[src/sv/dclc_pkg.sv]
// Shared types and constants for the double-click LED chaser.
// No dependencies; used by every module of the block.
`timescale 1ns / 1ps

package dclc_pkg;

  localparam int unsigned CNT_W   = 12;
  localparam int unsigned DEB_W   = 10;
  localparam int unsigned DCLK_W  = 10;
  localparam int unsigned BLINK_W = 12;
  localparam int unsigned CFG_W   = 12;
  localparam int unsigned CFG_A_W = 2;
  localparam int unsigned TDATA_W = 8;

  localparam logic [CNT_W-1:0]   CNT_MAX         = 12'hFFF;
  localparam logic [DEB_W-1:0]   DEBOUNCE_RESET  = 10'd50;
  localparam logic [DCLK_W-1:0]  DCLICK_RESET    = 10'd300;
  localparam logic [BLINK_W-1:0] BLINK_RESET     = 12'd500;

  typedef enum logic [CFG_A_W-1:0] {
    CFG_DEBOUNCE = 2'd0,
    CFG_DCLICK   = 2'd1,
    CFG_BLINK    = 2'd2
  } cfg_idx_t;

  typedef enum logic [1:0] {
    CMD_NONE  = 2'd0,
    CMD_START = 2'd1,
    CMD_STOP  = 2'd2
  } remote_cmd_t;

  // Position codes
  localparam logic [1:0] POS_RED    = 2'd0;
  localparam logic [1:0] POS_YELLOW = 2'd1;
  localparam logic [1:0] POS_GREEN  = 2'd2;

  // Run state handed from the click logic to the chaser
  typedef struct packed {
    logic running;
    logic reverse;
  } run_state_t;

  // Saturating increment of an elapsed counter
  function automatic logic [CNT_W-1:0] sat_inc(input logic [CNT_W-1:0] v);
    logic [CNT_W-1:0] r;
    r = (v == CNT_MAX) ? CNT_MAX : v + 1'b1;
    return r;
  endfunction

endpackage

[src/sv/dclc_click.sv]
// Debounce, click counting and run/direction control for one tick.
// Depends on dclc_pkg.
`timescale 1ns / 1ps

module dclc_click (
  input  logic                              clk,
  input  logic                              rst,
  input  logic                              en,
  input  logic                              button_down,
  input  logic [1:0]                        remote_cmd,
  input  logic [dclc_pkg::DEB_W-1:0]        debounce_ticks,
  input  logic [dclc_pkg::DCLK_W-1:0]       double_click_ticks,
  output dclc_pkg::run_state_t              run_next
);

  logic                        last_level, last_level_next;
  logic [dclc_pkg::CNT_W-1:0]  since_change, since_change_next;
  logic                        held_down, held_down_next;
  logic [dclc_pkg::CNT_W-1:0]  since_click, since_click_next;
  logic [1:0]                  click_count, click_count_next;
  logic                        running, reverse;
  logic                        stable, press, release_lvl;
  logic [1:0]                  clicks;
  logic                        run_t, rev_t;

  always_comb begin
    last_level_next   = button_down;
    since_change_next = (button_down != last_level) ? '0 : dclc_pkg::sat_inc(since_change);
    stable      = since_change_next > {2'b00, debounce_ticks};
    press       = stable && button_down && !held_down;
    release_lvl = stable && !button_down && held_down;

    since_click_next = dclc_pkg::sat_inc(since_click);
    held_down_next   = held_down;
    clicks           = click_count;
    if (press) begin
      held_down_next = 1'b1;
      if (since_click_next < {2'b00, double_click_ticks}) begin
        clicks = click_count + 2'd1;
      end else begin
        clicks = 2'd1;
      end
      since_click_next = '0;
    end else if (release_lvl) begin
      held_down_next = 1'b0;
    end

    // Double click toggles running; turning on reverses direction
    run_t            = running;
    rev_t            = reverse;
    click_count_next = clicks;
    if (clicks == 2'd2) begin
      run_t            = ~running;
      rev_t            = run_t ? ~reverse : reverse;
      click_count_next = 2'd0;
    end

    // Remote command after the button
    case (remote_cmd)
      dclc_pkg::CMD_START: begin
        run_t = 1'b1;
        rev_t = ~rev_t;
      end
      dclc_pkg::CMD_STOP: begin
        run_t = 1'b0;
      end
      default: begin
      end
    endcase

    run_next.running = run_t;
    run_next.reverse = rev_t;
  end

  always_ff @(posedge clk) begin
    if (rst) begin
      last_level   <= 1'b0;
      since_change <= '0;
      held_down    <= 1'b0;
      since_click  <= dclc_pkg::CNT_MAX;
      click_count  <= 2'd0;
      running      <= 1'b0;
      reverse      <= 1'b0;
    end else if (en) begin
      last_level   <= last_level_next;
      since_change <= since_change_next;
      held_down    <= held_down_next;
      since_click  <= since_click_next;
      click_count  <= click_count_next;
      running      <= run_next.running;
      reverse      <= run_next.reverse;
    end
  end

endmodule

[src/sv/dclc_chaser.sv]
// Blink timer, lit-LED position and lamp drive for one tick.
// Depends on dclc_pkg.
`timescale 1ns / 1ps

module dclc_chaser (
  input  logic                          clk,
  input  logic                          rst,
  input  logic                          en,
  input  logic                          remote_hold,
  input  dclc_pkg::run_state_t          run_next,
  input  logic [dclc_pkg::BLINK_W-1:0]  blink_ticks,
  output logic [2:0]                    led_lamps,
  output logic                          color_event,
  output logic [1:0]                    color_now
);

  logic [dclc_pkg::CNT_W-1:0] since_blink, since_blink_next;
  logic [1:0]                 position, position_next;
  logic [2:0]                 lamp_bits, lamp_bits_next;
  logic                       active, step;

  always_comb begin
    since_blink_next = dclc_pkg::sat_inc(since_blink);
    position_next    = position;
    lamp_bits_next   = lamp_bits;
    active           = run_next.running || remote_hold;
    step             = active && (since_blink_next >= blink_ticks);
    if (step) begin
      since_blink_next = '0;
      if (run_next.reverse) begin
        position_next = (position == dclc_pkg::POS_RED || position > dclc_pkg::POS_GREEN) ?
                        dclc_pkg::POS_GREEN : position - 2'd1;
      end else begin
        position_next = (position >= dclc_pkg::POS_GREEN) ? dclc_pkg::POS_RED
                                                           : position + 2'd1;
      end
      lamp_bits_next = 3'b001 << position_next;
    end else if (!active) begin
      lamp_bits_next = 3'b000;
    end
    led_lamps   = lamp_bits_next;
    color_event = step;
    color_now   = position_next;
  end

  always_ff @(posedge clk) begin
    if (rst) begin
      since_blink <= '0;
      position    <= dclc_pkg::POS_RED;
      lamp_bits   <= 3'b000;
    end else if (en) begin
      since_blink <= since_blink_next;
      position    <= position_next;
      lamp_bits   <= lamp_bits_next;
    end
  end

endmodule

[src/sv/double_click_led_chaser.sv]
// Top level of the double-click LED chaser: stream ports, config registers,
// input and result registers. Depends on dclc_pkg, dclc_click, dclc_chaser.
`timescale 1ns / 1ps
//
//  Channel   Direction  Carries
//  --------  ---------  ------------------------------------------------------
//  s_*       in         one millisecond tick: button level, remote cmd, hold
//  m_*       out        one result per tick: lamps, step event, position, run
//  cfg_*     in         register writes: debounce, double-click, blink periods
//
//  One tick transaction is accepted per cycle while m_tready stays high;
//  m_tvalid rises once the tick passes from the input to the result register.
//  All state updates resolve in the single stage between those two registers.
//  rst is synchronous and active high; it loads the default periods and clears
//  all chaser state. A stalled m_tready holds the result and backs up through
//  the input register; s_tready falls only when both registers are full.

module double_click_led_chaser (
  input  logic                          clk,
  input  logic                          rst,
  // tick in: [0] button_down, [2:1] remote_cmd, [3] remote_hold, rest zero
  input  logic                          s_tvalid,
  output logic                          s_tready,
  input  logic [dclc_pkg::TDATA_W-1:0]  s_tdata,
  // result out: [2:0] led_lamps, [3] color_event, [5:4] color_now,
  //             [6] run_flag, [7] zero
  output logic                          m_tvalid,
  input  logic                          m_tready,
  output logic [dclc_pkg::TDATA_W-1:0]  m_tdata,
  // configuration writes
  input  logic                          cfg_we,
  input  logic [dclc_pkg::CFG_A_W-1:0]  cfg_addr,
  input  logic [dclc_pkg::CFG_W-1:0]    cfg_data
);

  // Configuration registers
  logic [dclc_pkg::DEB_W-1:0]   debounce_ticks;
  logic [dclc_pkg::DCLK_W-1:0]  double_click_ticks;
  logic [dclc_pkg::BLINK_W-1:0] blink_ticks;

  always_ff @(posedge clk) begin
    if (rst) begin
      debounce_ticks     <= dclc_pkg::DEBOUNCE_RESET;
      double_click_ticks <= dclc_pkg::DCLICK_RESET;
      blink_ticks        <= dclc_pkg::BLINK_RESET;
    end else if (cfg_we) begin
      case (cfg_addr)
        dclc_pkg::CFG_DEBOUNCE: debounce_ticks     <= cfg_data[dclc_pkg::DEB_W-1:0];
        dclc_pkg::CFG_DCLICK:   double_click_ticks <= cfg_data[dclc_pkg::DCLK_W-1:0];
        dclc_pkg::CFG_BLINK:    blink_ticks        <= cfg_data[dclc_pkg::BLINK_W-1:0];
        default: begin
        end
      endcase
    end
  end

  // Input register
  logic       in_valid;
  logic       in_button;
  logic [1:0] in_cmd;
  logic       in_hold;
  logic       advance;

  // Tick is processed when the result register is free or draining
  assign advance  = in_valid && (!m_tvalid || m_tready);
  assign s_tready = !in_valid || advance;

  always_ff @(posedge clk) begin
    if (rst) begin
      in_valid <= 1'b0;
    end else if (s_tready) begin
      in_valid <= s_tvalid;
    end
  end

  always_ff @(posedge clk) begin
    if (s_tvalid && s_tready) begin
      in_button <= s_tdata[0];
      in_cmd    <= s_tdata[2:1];
      in_hold   <= s_tdata[3];
    end
  end

  // Processing stage
  dclc_pkg::run_state_t run_next;
  logic [2:0] led_lamps;
  logic       color_event;
  logic [1:0] color_now;

  dclc_click u_click (
    .clk                (clk),
    .rst                (rst),
    .en                 (advance),
    .button_down        (in_button),
    .remote_cmd         (in_cmd),
    .debounce_ticks     (debounce_ticks),
    .double_click_ticks (double_click_ticks),
    .run_next           (run_next)
  );

  dclc_chaser u_chaser (
    .clk         (clk),
    .rst         (rst),
    .en          (advance),
    .remote_hold (in_hold),
    .run_next    (run_next),
    .blink_ticks (blink_ticks),
    .led_lamps   (led_lamps),
    .color_event (color_event),
    .color_now   (color_now)
  );

  // Result register
  always_ff @(posedge clk) begin
    if (rst) begin
      m_tvalid <= 1'b0;
    end else if (advance) begin
      m_tvalid <= 1'b1;
    end else if (m_tready) begin
      m_tvalid <= 1'b0;
    end
  end

  always_ff @(posedge clk) begin
    if (advance) begin
      m_tdata <= {1'b0, run_next.running, color_now, color_event, led_lamps};
    end
  end

endmodule

[config.mk]
export PLATFORM = sky130hd
export DESIGN_NAME = double_click_led_chaser
export DESIGN_NICKNAME = d
export VERILOG_FILES = /design/src/sv/dclc_pkg.sv /design/src/sv/dclc_click.sv /design/src/sv/dclc_chaser.sv /design/src/sv/double_click_led_chaser.sv
export SDC_FILE = /design/constraint.sdc
export NUM_CORES = 1
export LEC_CHECK = 0
export ABC_AREA = 1
export BUFFER_PORTS_ARGS = -buffer_cell sky130_fd_sc_hd__buf_2
export CAP_MARGIN = 30
export CORE_MARGIN = 2
export CORE_UTILIZATION = 55
export CTS_CLUSTER_DIAMETER = 50
export CTS_CLUSTER_SIZE = 14
export DETAILED_ROUTE_END_ITERATION = 16
export PLACE_DENSITY_LB_ADDON = 0.3
export SYNTH_ARGS = -nofsm -noshare
export SYNTH_HDL_FRONTEND = slang
export SYNTH_SLANG_ARGS = --single-unit
[constraint.sdc]
create_clock -name clk -period 4.05 [get_ports clk]
set_clock_uncertainty 0.1 [all_clocks]
set_input_delay 0.81 -clock clk [delete_from_list [all_inputs] [get_ports clk]]
set_output_delay 0.81 -clock clk [all_outputs]
set_load 0.01 [all_outputs]
== Yosys cells after proc, flatten, opt, wreduce, memory -nomap -nowiden ==
Cells that the tools add are included.
Word-level totals
  register bits: 92
  input port bits: 27
  output and inout bits: 10
  word-level logic and storage cells: 91
Cells by class
  $add $sub $neg: 6
  order comparisons: 5
  equal/unequal tests: 9
  shifts and indexed selects: 1
  mux-type cells: 25
  bitwise gates (word level): 3
  reduce and logical (&&, ||, !) cells: 23
Operator list (number)
  $mux 12: 6
  $add 12x1->12 const B: 3
  $eq 12x12->1 const B: 3
  $mux 2: 8
  $ge 12x12->1: 1
  $gt 12x10->1: 1
  $lt 12x10->1: 1
  $mux 1: 8
  $reduce_and 2->1: 4
  $logic_and 1x1->1: 7
  $eq 2x2->1 const B: 3
  $mux 3: 2
  $add 2x1->2 const B: 2
  $eq 2x1->1 const B: 2
  $logic_not 1->1: 4
  $logic_not 2->1: 2
  $logic_or 1x1->1: 4
  $reduce_bool 2->1: 2
  $not 1->1: 3
  $shl 1x2->3 const A: 1
  $ge 2x2->1 const B: 1
  $gt 2x2->1 const B: 1
  $pmux 1 s2: 1
  $sub 2x1->2 const B: 1
  $ne 1x1->1: 1

== Longest topological paths before layout ==
Gate-level depths: netlist of the first run.
  word-level depth: 15
  mapped depth: 33
  mapped depth without buffers: 33

== Modules after synthesis ==
Synthesis of the first run repeated with hierarchy kept, for this count alone.
Unflattened totals
  cells, all modules: 813
  area, all modules: 5796.8 um2
Modules (own cells, without submodules)
  dclc_click: instances 1, cells an instance 371, area each 2413.6 um2
  double_click_led_chaser: instances 1, cells an instance 209, area each 1796.7 um2
  dclc_chaser: instances 1, cells an instance 233, area each 1586.5 um2

== Worst setup path after synthesis of the first run ==
OpenSTA, ideal clock, no wires.
  path kind: flip-flop to flip-flop
  from: register u_chaser.since_blink[0] (netlist bit)
  to: register u_chaser.since_blink[10] (netlist bit)
  arrival time: 3246 ps
  slack: 634 ps
  stages on the path, launching flop included: 22
  cells stage by stage: dfxtp_1 ha_1 nand2_1 nor4_1 nand3_1 nand2_1 inv_1 ha_1 inv_1 nand2_1 a21oi_1 o21bai_1 a21oi_1 o21ai_0 nand3_1 nand2_1 a221oi_1 inv_1 nand2_4 buf_12 nand3_2 a21oi_2
On the way
  word-level cells in the longest chain between the ends: 5
  elaborated cells between the ends (all ways): 6
  those cells by class: add/sub (1); order compare (1); eq/ne (1); mux (2); reduce/logical (1)
RTL lines
  from (decl): line dclc_chaser.sv:17  | logic [dclc_pkg::CNT_W-1:0] since_blink, since_blink_next;
  from (signal assigned): line dclc_chaser.sv:52  | since_blink <= since_blink_next;
  $add 12x1->12 or $eq 12x12->1 (tied branches): line dclc_pkg.sv:46  | r = (v == CNT_MAX) ? CNT_MAX : v + 1'b1;
  $mux 12 *: line dclc_pkg.sv:46
  $ge 12x12->1: line dclc_chaser.sv:27  | step = active && (since_blink_next >= blink_ticks);
  $logic_and 1x1->1: line dclc_chaser.sv:27
  $mux 12 *: line dclc_chaser.sv:28  | if (step) begin
Every way passes the cells marked *; elsewhere a longest branch is shown, timed or not.
A chain may end at the register's enable or synchronous reset.

== Worst setup path in the final report of the first run ==
  from: register u_click.since_change[0] (netlist bit)
  to: register u_chaser.lamp_bits[2]
On the way
  word-level cells in the longest chain between the ends: 15
  elaborated cells between the ends (all ways): 21
  those cells by class: add/sub (1); order compare (1); eq/ne (2); shift (1); mux (11); bitwise (1); reduce/logical (4)
RTL lines
  from (decl): line dclc_click.sv:17  | logic [dclc_pkg::CNT_W-1:0] since_change, since_change_next;
  from (signal assigned): line dclc_click.sv:86  | since_change <= since_change_next;
  $add 12x1->12 or $eq 12x12->1 (tied branches): line dclc_pkg.sv:46
  $mux 12 *: line dclc_pkg.sv:46
  $mux 12 *: line dclc_click.sv:28  | since_change_next = (button_down != last_level) ? '0 : dclc_pkg::sat_inc(since_change);
  named net u_click.since_change_next (one bit): line dclc_click.sv:17
  $gt 12x10->1 *: line dclc_click.sv:29  | stable = since_change_next > {2'b00, debounce_ticks};
  $logic_and 1x1->1 * (2 in a row): line dclc_click.sv:30  | press = stable && button_down && !held_down;
  $mux 2 *: line dclc_click.sv:36  | if (press) begin
  $eq 2x2->1 *: line dclc_click.sv:52  | if (clicks == 2'd2) begin
  $mux 1: line dclc_click.sv:52
  $not 1->1: line dclc_click.sv:62  | rev_t = ~rev_t;
  $mux 1: line dclc_click.sv:59  | case (remote_cmd)
  $mux 2: line dclc_chaser.sv:30  | if (run_next.reverse) begin
  $mux 2: line dclc_chaser.sv:28
  $shl 1x2->3: line dclc_chaser.sv:37  | lamp_bits_next = 3'b001 << position_next;
  $mux 3 *: line dclc_chaser.sv:28
  to (signal assigned): line dclc_chaser.sv:54  | lamp_bits <= lamp_bits_next;
  to (decl): line dclc_chaser.sv:19  | logic [2:0] lamp_bits, lamp_bits_next;
Mark *: on every way through the listed nets, which the timed path passes. The rest lies on a longest branch. The select of a mux whose other input is x is not followed.

==> results of run 1 <==
==> worst paths after layout <==
| path | start | end | slack (ns) |
|---|---|---|---|
| max | u_click.since_change[0] | u_chaser.lamp_bits[2] | 0.33 |
| min | blink_ticks[9] | blink_ticks[9] | 0.37 |
| max reg2reg | u_click.since_change[0] | u_chaser.lamp_bits[2] | 0.33 |
| min reg2reg | blink_ticks[9] | blink_ticks[9] | 0.37 |
==> layout by cell type (no fill, tap or decap), types with 2 or more instances in the layout <==
cell type | Yosys | layout
clkbuf_8 | 0 | 10
dfxtp_1 | 81 | 81
a21oi_1 | 63 | 63
nand4_1 | 5 | 5
a21oi_2 | 11 | 11
inv_1 | 99 | 98
nand3_1 | 47 | 46
and2_1 | 2 | 2
clkinv_2 | 0 | 2
or2_2 | 2 | 2
xnor2_1 | 6 | 6
ha_1 | 38 | 38
nand2_1 | 142 | 141
buf_2 | 2 | 31
nand3b_1 | 4 | 4
buf_4 | 1 | 8
inv_2 | 3 | 4
o211ai_1 | 17 | 17
edfxtp_1 | 11 | 11
nor2_1 | 47 | 47
nor2_4 | 2 | 2
nor3_1 | 7 | 7
nand2_4 | 6 | 4
nand3_4 | 1 | 2
xor2_1 | 10 | 10
nor2_2 | 2 | 2
a211oi_1 | 5 | 5
nand2_2 | 6 | 7
nand2_8 | 0 | 2
nand3_2 | 16 | 16
o21ai_0 | 41 | 40
o31ai_1 | 3 | 2
==> sequential cells by signal, summed over array words and instances (netlist names), 2 cells and up <==
| name | count |
|---|---|
| u_click.since_change | 12 |
| double_click_ticks | 10 |
| blink_ticks | 12 |
| u_chaser.position | 2 |
| u_chaser.since_blink | 12 |
| u_click.since_click | 12 |
| in_cmd | 2 |
| debounce_ticks | 10 |
| u_chaser.lamp_bits | 3 |
| m_tdata | 7 |
| u_click.click_count | 2 |
==> metal layers <==
metal / vias up / track usage / part of all wire
li1: 2417 / - / -
met1: 2191 / 0.2949 / 0.44
met2: 105 / 0.4116 / 0.50
met3: 21 / 0.04271 / 0.041
met4: 0 / 0.08401 / 0.019
met5: - / 0 / 0
==> worst max-delay path, delay by kind of cell, from the launching register on <==
family,cells,cell delay [ns]
adders and majority gates,2,0.51
buffers and inverters,4,0.28
and+or+nand+nor,22,2.20
DFF,1,0.34
AOI/OAI and AO/OA,1,0.23
==> final cells by class <==
cell class	count	area, µm²	area share
Clock buffer	11	162.7	0.02731
Tap cell	133	166.4	0.02794
Inverter	103	389.1	0.06534
Sequential cell	92	1952	0.3277
Timing Repair Buffer	40	235.2	0.03950
Clock inverter	5	56.30	0.009454
Multi-Input combinational cell	498	2994	0.5027
==> timing repair <==
action	in CTS	in global routing
endpoints found under the setup margin	0	23
gates resized for setup	0	10
setup buffers	0	1
==> synth_stat cells, types with 2 or more instances <==
cell type	number	area [µm²]
o211ai_1	17	127.6
a21oi_1	63	315.3
nand3_1	47	235.2
and2_1	2	12.51
nand4_1	5	31.28
xor2_1	10	87.58
buf_2	2	10.01
nand3_2	16	160.2
nand2_2	6	37.54
nand2_4	6	67.56
inv_2	3	11.26
xnor2_1	6	52.55
nor3_2	2	20.02
or2_2	2	12.51
nor2_2	2	12.51
a211oi_1	5	37.54
ha_1	38	475.5
dfxtp_1	81	1622
a21oi_2	11	96.34
edfxtp_1	11	330.3
clkbuf_1	20	75.07
nor3_1	7	35.03
nor2_4	2	22.52
o21ai_0	41	205.2
inv_1	99	371.6
buf_1	2	7.510
nand3b_1	4	30.03
nand2_1	142	533.0
nor2_1	47	176.4
o31ai_1	3	22.52
==> per-stage QoR <==
stage / cells / worst slack [ns] / power (µW)
2_1_floorplan: 719 / 0.6338 / 1366
3_3_place_gp: 864 / 0.1780 / 1452
3_5_place_dp: 865 / 0.06446 / 1477
4_1_cts: 881 / 0.03387 / 2145
5_1_grt: 882 / 0.01971 / 2268
6_report: 882 / 0.3321 / 2150
==> power by group through the flow <==
stage	sequential (µW)	combinational, µW	clock (µW)
after detailed placement	1030	450	0
after global routing	1010	533	722
final	1010	467	676
after floorplan	1020	343	0
after CTS	1010	454	684
after global placement	1030	426	0
==> kinds of logic after synthesis <==
group | after synthesis | synth area share
fa+ha+maj | 38 | 0.08807
flops | 92 | 0.3615
other cells | 1 | 0.0006946
buf+inv | 129 | 0.09432
compound gates | 149 | 0.1622
simple gates | 294 | 0.2672
xor+xnor | 16 | 0.02596
==> metrics.md, run 1 <==
| Metric | Value |
|---|---|
| Status | finished clean |
| Worst-path clk slew | 0.09 ns |
| Detailed-route wire length | 11.93 mm |
| DR WL/cell | 13.52 µm |
| Mapped Area | 0.005399 mm² |
| Final setup violation count | 0 |
| Critical path endpoint category | register |
| EDFF count, synth | 11 |
| DRT Pass-1 Iters | 5 |
| Initial antenna violation count | 0 |
| IO buf count | 31 |
| Setup CP Type | reg2reg |
| Primary FF master, synth | dfxtp_1 |
| Max Cap Viol | 0 |
| Num Clock Sinks | 92 |
| WHS | 0.3694 ns |
| Final Instance Area | 0.005956 mm² |
| Count of cell types in the netlist | 47 |
| Fraction of layout cells with a size suffix above 1 | 0.1549 |
| Post-detailed-route count of antenna-violating nets | 0 |
| Tmin final | 3.718 ns |
| Initial Utilization | 0.5601 |
| Area delta synth->final | 10.31% |
| Int Pwr | 1479 µW |
| Max-slew headroom | 0.5020 |
| Tot GR Track Use | 0.2370 |
| Largest net degree at the start of global routing | 56 |
| Sum Neg Setup Slack | 0 ns |
| Pins Over Slew Limit | 0 |
| First-pass GRT wire length | 19.84 mm |
| Via/cell ratio | 5.367 |
| CTS buffer count | 9 |
| Sw Ratio | 0.3120 |
| Syn Area/Cell | 7.509 µm² |
| Max incr delay on CP | 0.34 ns |
| Worst EP arrival | 3.94 ns |
| Vias in the first global route | 4463 |
| Via Count | 4734 |
| Die area | 0.01062 mm² |
| Ant diodes | 0 |
| Final nets | 809 |
| Remaining DRCs | 0 |
| FF-to-FF path depth | 29 |
| Pin slew with the least headroom to its limit | 0.7413 ns |
| Tcrit/Tclk final | 0.9180 |
| Die width | 103.1 µm |
| Combinational share of power | 0.217 |
| Sequential share of power | 0.468 |
| Hold Path Depth | 2 |
| Switching Power | 670.7 µW |
| Critical Path Start Type | register |
| Fmax | 269.0 MHz |
| I/O Pins | 37 |
| Longest Clk Path Bufs | 2 |
| Grt ovf | 0 |
| Post-layout util | 0.6179 |
| FILL cells | 875 |
| Worst hold path type | reg2reg |
| Worst Path Max Fanout | 7 |
| DR iter-0 viols | 195 |
| Detailed placer's ending HPWL | 8.574 mm |
| Leakage | 0.002782 µW |
| Unrepaired setup endpoints after global routing | no |
| Htree depth | 3 |
| Root Driver | clkbuf_8 |
| Hold Fails Final Rpt | 0 |
| Worst-path cell with the longest stage delay | dfxtp_1 |
| Clk pwr share | 0.315 |
| Hold-fix buffers at CTS | 0 |
| Worst-Skew Late Latency | 0.37 ns |
| Peak supply drop | 0.2188 mV |
| Synthesized flop and latch total | 92 |
| # rows | 36 |
| Total power divided by cell area | 361.0 mW/mm² |
| Cells after Synth | 719 |
| Final GP Congestion | 0.8313 |
| Syn. warnings | 0 |
| Register area share after synthesis | 0.3615 |
| Die Y-Extent | 103.1 µm |
| CORE AREA | 0.009639 mm² |
| Async S/R FF share, synth | 0 |
| CP most frequent cell | nand2_1 |
| Syn nets | 784 |
| Post-DP Area | 0.005673 mm² |
| CTS tree | done |
| Data required time of the critical path | 4.27 ns |
Power figures use the tool's default switching activity.
==> run 2, diff against run 1 <==
--- a/config.mk
+++ b/config.mk
@@ -5,7 +5,7 @@
 export SDC_FILE = /design/constraint.sdc
 export NUM_CORES = 1
 export LEC_CHECK = 0
-export ABC_AREA = 1
+export ABC_AREA = 0
 export BUFFER_PORTS_ARGS = -buffer_cell sky130_fd_sc_hd__buf_2
 export CAP_MARGIN = 30
 export CORE_MARGIN = 2
@@ -16,4 +16,5 @@
 export PLACE_DENSITY_LB_ADDON = 0.3
 export SYNTH_ARGS = -nofsm -noshare
 export SYNTH_HDL_FRONTEND = slang
+export SYNTH_HIERARCHICAL = 1
 export SYNTH_SLANG_ARGS = --single-unit
==> metrics.md, run 2 <==
| Metric | Value |
|---|---|
| Max Cap Viol | 0 |
| Final nets | 813 |
| WHS | 0.3673 ns |
| Fraction of layout cells with a size suffix above 1 | 0.3028 |
| Flip-flop and latch area | 0.001967 mm² |
| Critical Path Start Type | register |
| Post-DP Area | 0.006487 mm² |
| DRT Pass-1 Iters | 5 |
| Combinational share of power | 0.224 |
| Multi-input gate area | 0.003631 mm² |
| Pins Over Slew Limit | 0 |
| Detailed-route wire length | 13.75 mm |
| Synth top area share | 0.2902 |
| Post-synth top cells | 81 x dfxtp_1, 65 x nor2_1, 49 x a21oi_1, 49 x mux2i_1, 45 x inv_1 |
| Root Driver | clkbuf_8 |
| DR iter-0 viols | 239 |
| Post-synthesis mux area share | 0.09830 |
| Adder-cell share of the synthesized area | 0.08509 |
| First-pass GRT wire length | 22.01 mm |
| Reg-to-reg setup timing slack | -0.32 ns |
| Initial antenna violation count | 0 |
| Sequential share of power | 0.478 |
| Finished Layout Cells | 886 |
| Post-detailed-route count of antenna-violating nets | 0 |
| Hold EP | m_tvalid |
| Cells taking the most area after synthesis | dfxtp_1 29%, mux2i_1 8.8%, ha_1 8.5% |
| EDFF count, synth | 11 |
| Largest family of logic cells by synthesized area | simple AND/OR/NAND/NOR gates |
| Tcrit/Tclk final | 1.079 |
| Total power divided by cell area | 289.0 mW/mm² |
| Unrepaired setup endpoints after global routing | yes |
| Grt ovf | 0 |
| I/O Pins | 37 |
| Pin slew with the least headroom to its limit | 0.9835 ns |
| Mapped Area | 0.005588 mm² |
| Syn Area/Cell | 8.745 µm² |
| Largest net degree at the start of global routing | 64 |
| Max-slew headroom | 0.3443 |
| Vias in the first global route | 4761 |
| Count of cell types in the netlist | 73 |
| Post-synthesis xor/xnor area fraction | 0.02978 |
| FF-to-FF path depth | 19 |
| Most common cell after layout, fill and taps aside | buf_4 |
| Post-Synth Simple-Gate Area | 0.2306 |
| Worst-Skew Late Latency | 0.37 ns |
| Ant diodes | 0 |
| Leakage | 0.003059 µW |
| Worst-path clk slew | 0.09 ns |
| Die area | 0.01098 mm² |
| Hold-fix buffers at CTS | 0 |
| Hold Fails Final Rpt | 0 |
| Min-delay src | in_valid |
| Status | finished, violations left |
| Worst hold path type | reg2reg |
| Worst EP arrival | 4.57 ns |
| FILL cells | 723 |
| Peak supply drop | 0.2735 mV |
| Cells after DPL | 853 |
| Switching Power | 586.8 µW |
| CTS tree | done |
| Synthesized flop and latch total | 92 |
| IO buf count | 31 |
| CTS buffer count | 9 |
| Critical path endpoint category | register |
| Detailed placer's ending HPWL | 9.350 mm |
| Final GP Congestion | 0.8976 |
| Fmax | 228.9 MHz |
| Area delta synth->final | 26.27% |
| CORE AREA | 0.009819 mm² |
| Tmin final | 4.369 ns |
| Data required time of the critical path | 4.25 ns |
| Clk pwr share | 0.298 |
| Hold Path Depth | 2 |
| Sw Ratio | 0.2878 |
| Worst Path Max Fanout | 5 |
| Commonest cells after routing, fill and taps aside | 87 x buf_4, 73 x dfxtp_1, 61 x nor2_1 |
| Register area share after synthesis | 0.3493 |
| Initial Utilization | 0.5691 |
| # rows | 36 |
| Sum Neg Setup Slack | -5.096 ns |
| Post-synthesis compound-gate area fraction | 0.1496 |
| Crit Reg-Reg Endpoint | u_chaser/lamp_bits[2] |
| Failing checks | setup timing |
| Setup WS post-layout | -0.3191 ns |
| Longest Clk Path Bufs | 2 |
| Htree depth | 3 |
| Via/cell ratio | 5.681 |
| Final Instance Area | 0.007056 mm² |
| Via Count | 5033 |
| Die Y-Extent | 104.8 µm |
| Post-layout util | 0.7185 |
| Async S/R FF share, synth | 0 |
| Primary FF master, synth | dfxtp_1 |
| Cells after Synth | 639 |
| DR WL/cell | 15.52 µm |
| Die width | 104.8 µm |
| Reg-to-reg critical path startpoint | u_click/since_change[0] |
| Int Pwr | 1452 µW |
| Syn. warnings | 6 |
| Num Clock Sinks | 92 |
| Count leader, synth | dfxtp_1 |
| Yosys top cell by area | dfxtp_1 |
| Final setup violation count | 23 |
| Remaining DRCs | 0 |
| Setup CP Type | reg2reg |
| Syn nets | 704 |
| Tot GR Track Use | 0.2438 |
run 2: worst max path at each step:
| stage | startpoint | end | slack, ns |
|---|---|---|---|
| finish | u_click/since_change[0] | u_chaser/lamp_bits[2] | -0.32 |
| global route | u_click/since_change[0] | u_chaser/lamp_bits[0] | -0.48 |
| CTS | u_click/since_change[0] | u_chaser/lamp_bits[2] | -0.27 |
| detailed placement | u_click/since_change[0] | u_chaser/lamp_bits[2] | -0.42 |
| global placement | u_click/since_change[0] | u_chaser/lamp_bits[0] | -0.32 |
| floorplan | u_click/since_change[0] | u_chaser/lamp_bits[0] | -0.10 |
run 2: repair_timing:
action | 4_1_cts | 5_1_grt
gates resized for setup | 22 | 32
pin swaps | 20 | 12
setup endpoints to repair | 23 | 23
setup buffers | 11 | 6
cloned | 1 | 1
run 2: worst max-delay path, cell delays in order (launching register included):
cell and delay [ns]:
dfxtp_4 0.39, ha_4 0.15, nand4_4 0.12, nor2_4 0.17, nand3_4 0.17, a21oi_4 0.19
ha_4 0.22, a211o_1 0.26, a21oi_1 0.10, o21ai_1 0.08, o221a_2 0.31, o311ai_4 0.36
mux2i_4 0.33, xnor2_2 0.10, xnor2_2 0.27, mux2i_4 0.32, buf_6 0.13, nand4_1 0.11
mux2_4 0.29, a21oi_1 0.14
run 2: metal layers:
metal / global-route usage / wire length (µm) / up-vias
li1: - / - / 2450
met1: 0.3216 / 6209 / 2419
met2: 0.3984 / 6648 / 138
met3: 0.03681 / 561 / 26
met4: 0.1010 / 328 / 0
met5: 0 / 0 / -
run 2: area by class of cell:
class / count / share of cell area
multi-input cells: 472 / 0.5146
flip-flops and latches: 92 / 0.2788
repair buffers: 127 / 0.1321
inverters: 46 / 0.02518
well taps: 133 / 0.02359
clock buffers: 9 / 0.01756
clock inverters: 7 / 0.008157
run 2: per-stage QoR:
| step | total power (µW) | setup WS, ns |
|---|---|---|
| after floorplan | 1254 | -0.1043 |
| after global routing | 2139 | -0.4759 |
| final | 2039 | -0.3191 |
| after CTS | 2018 | -0.2740 |
| after global placement | 1393 | -0.3172 |
| after detailed placement | 1411 | -0.4216 |
run 2: power groups by stage:
stage	clock network [µW]	logic [µW]	registers [µW]
after floorplan	0	257	997
after global placement	0	399	994
after detailed placement	0	416	995
after CTS	614	430	974
after global routing	659	503	977
final	609	456	974
run 2: cell families after synthesis:
| kind of cell | count (synthesis) |
|---|---|
| XOR/XNOR | 19 |
| flip-flops | 92 |
| adder cells (fa/ha/maj) | 38 |
| AO/OA/AOI/OAI | 122 |
| AND/OR/NAND/NOR | 237 |
| other | 1 |
| buffers and inverters | 76 |
| multiplexers | 54 |
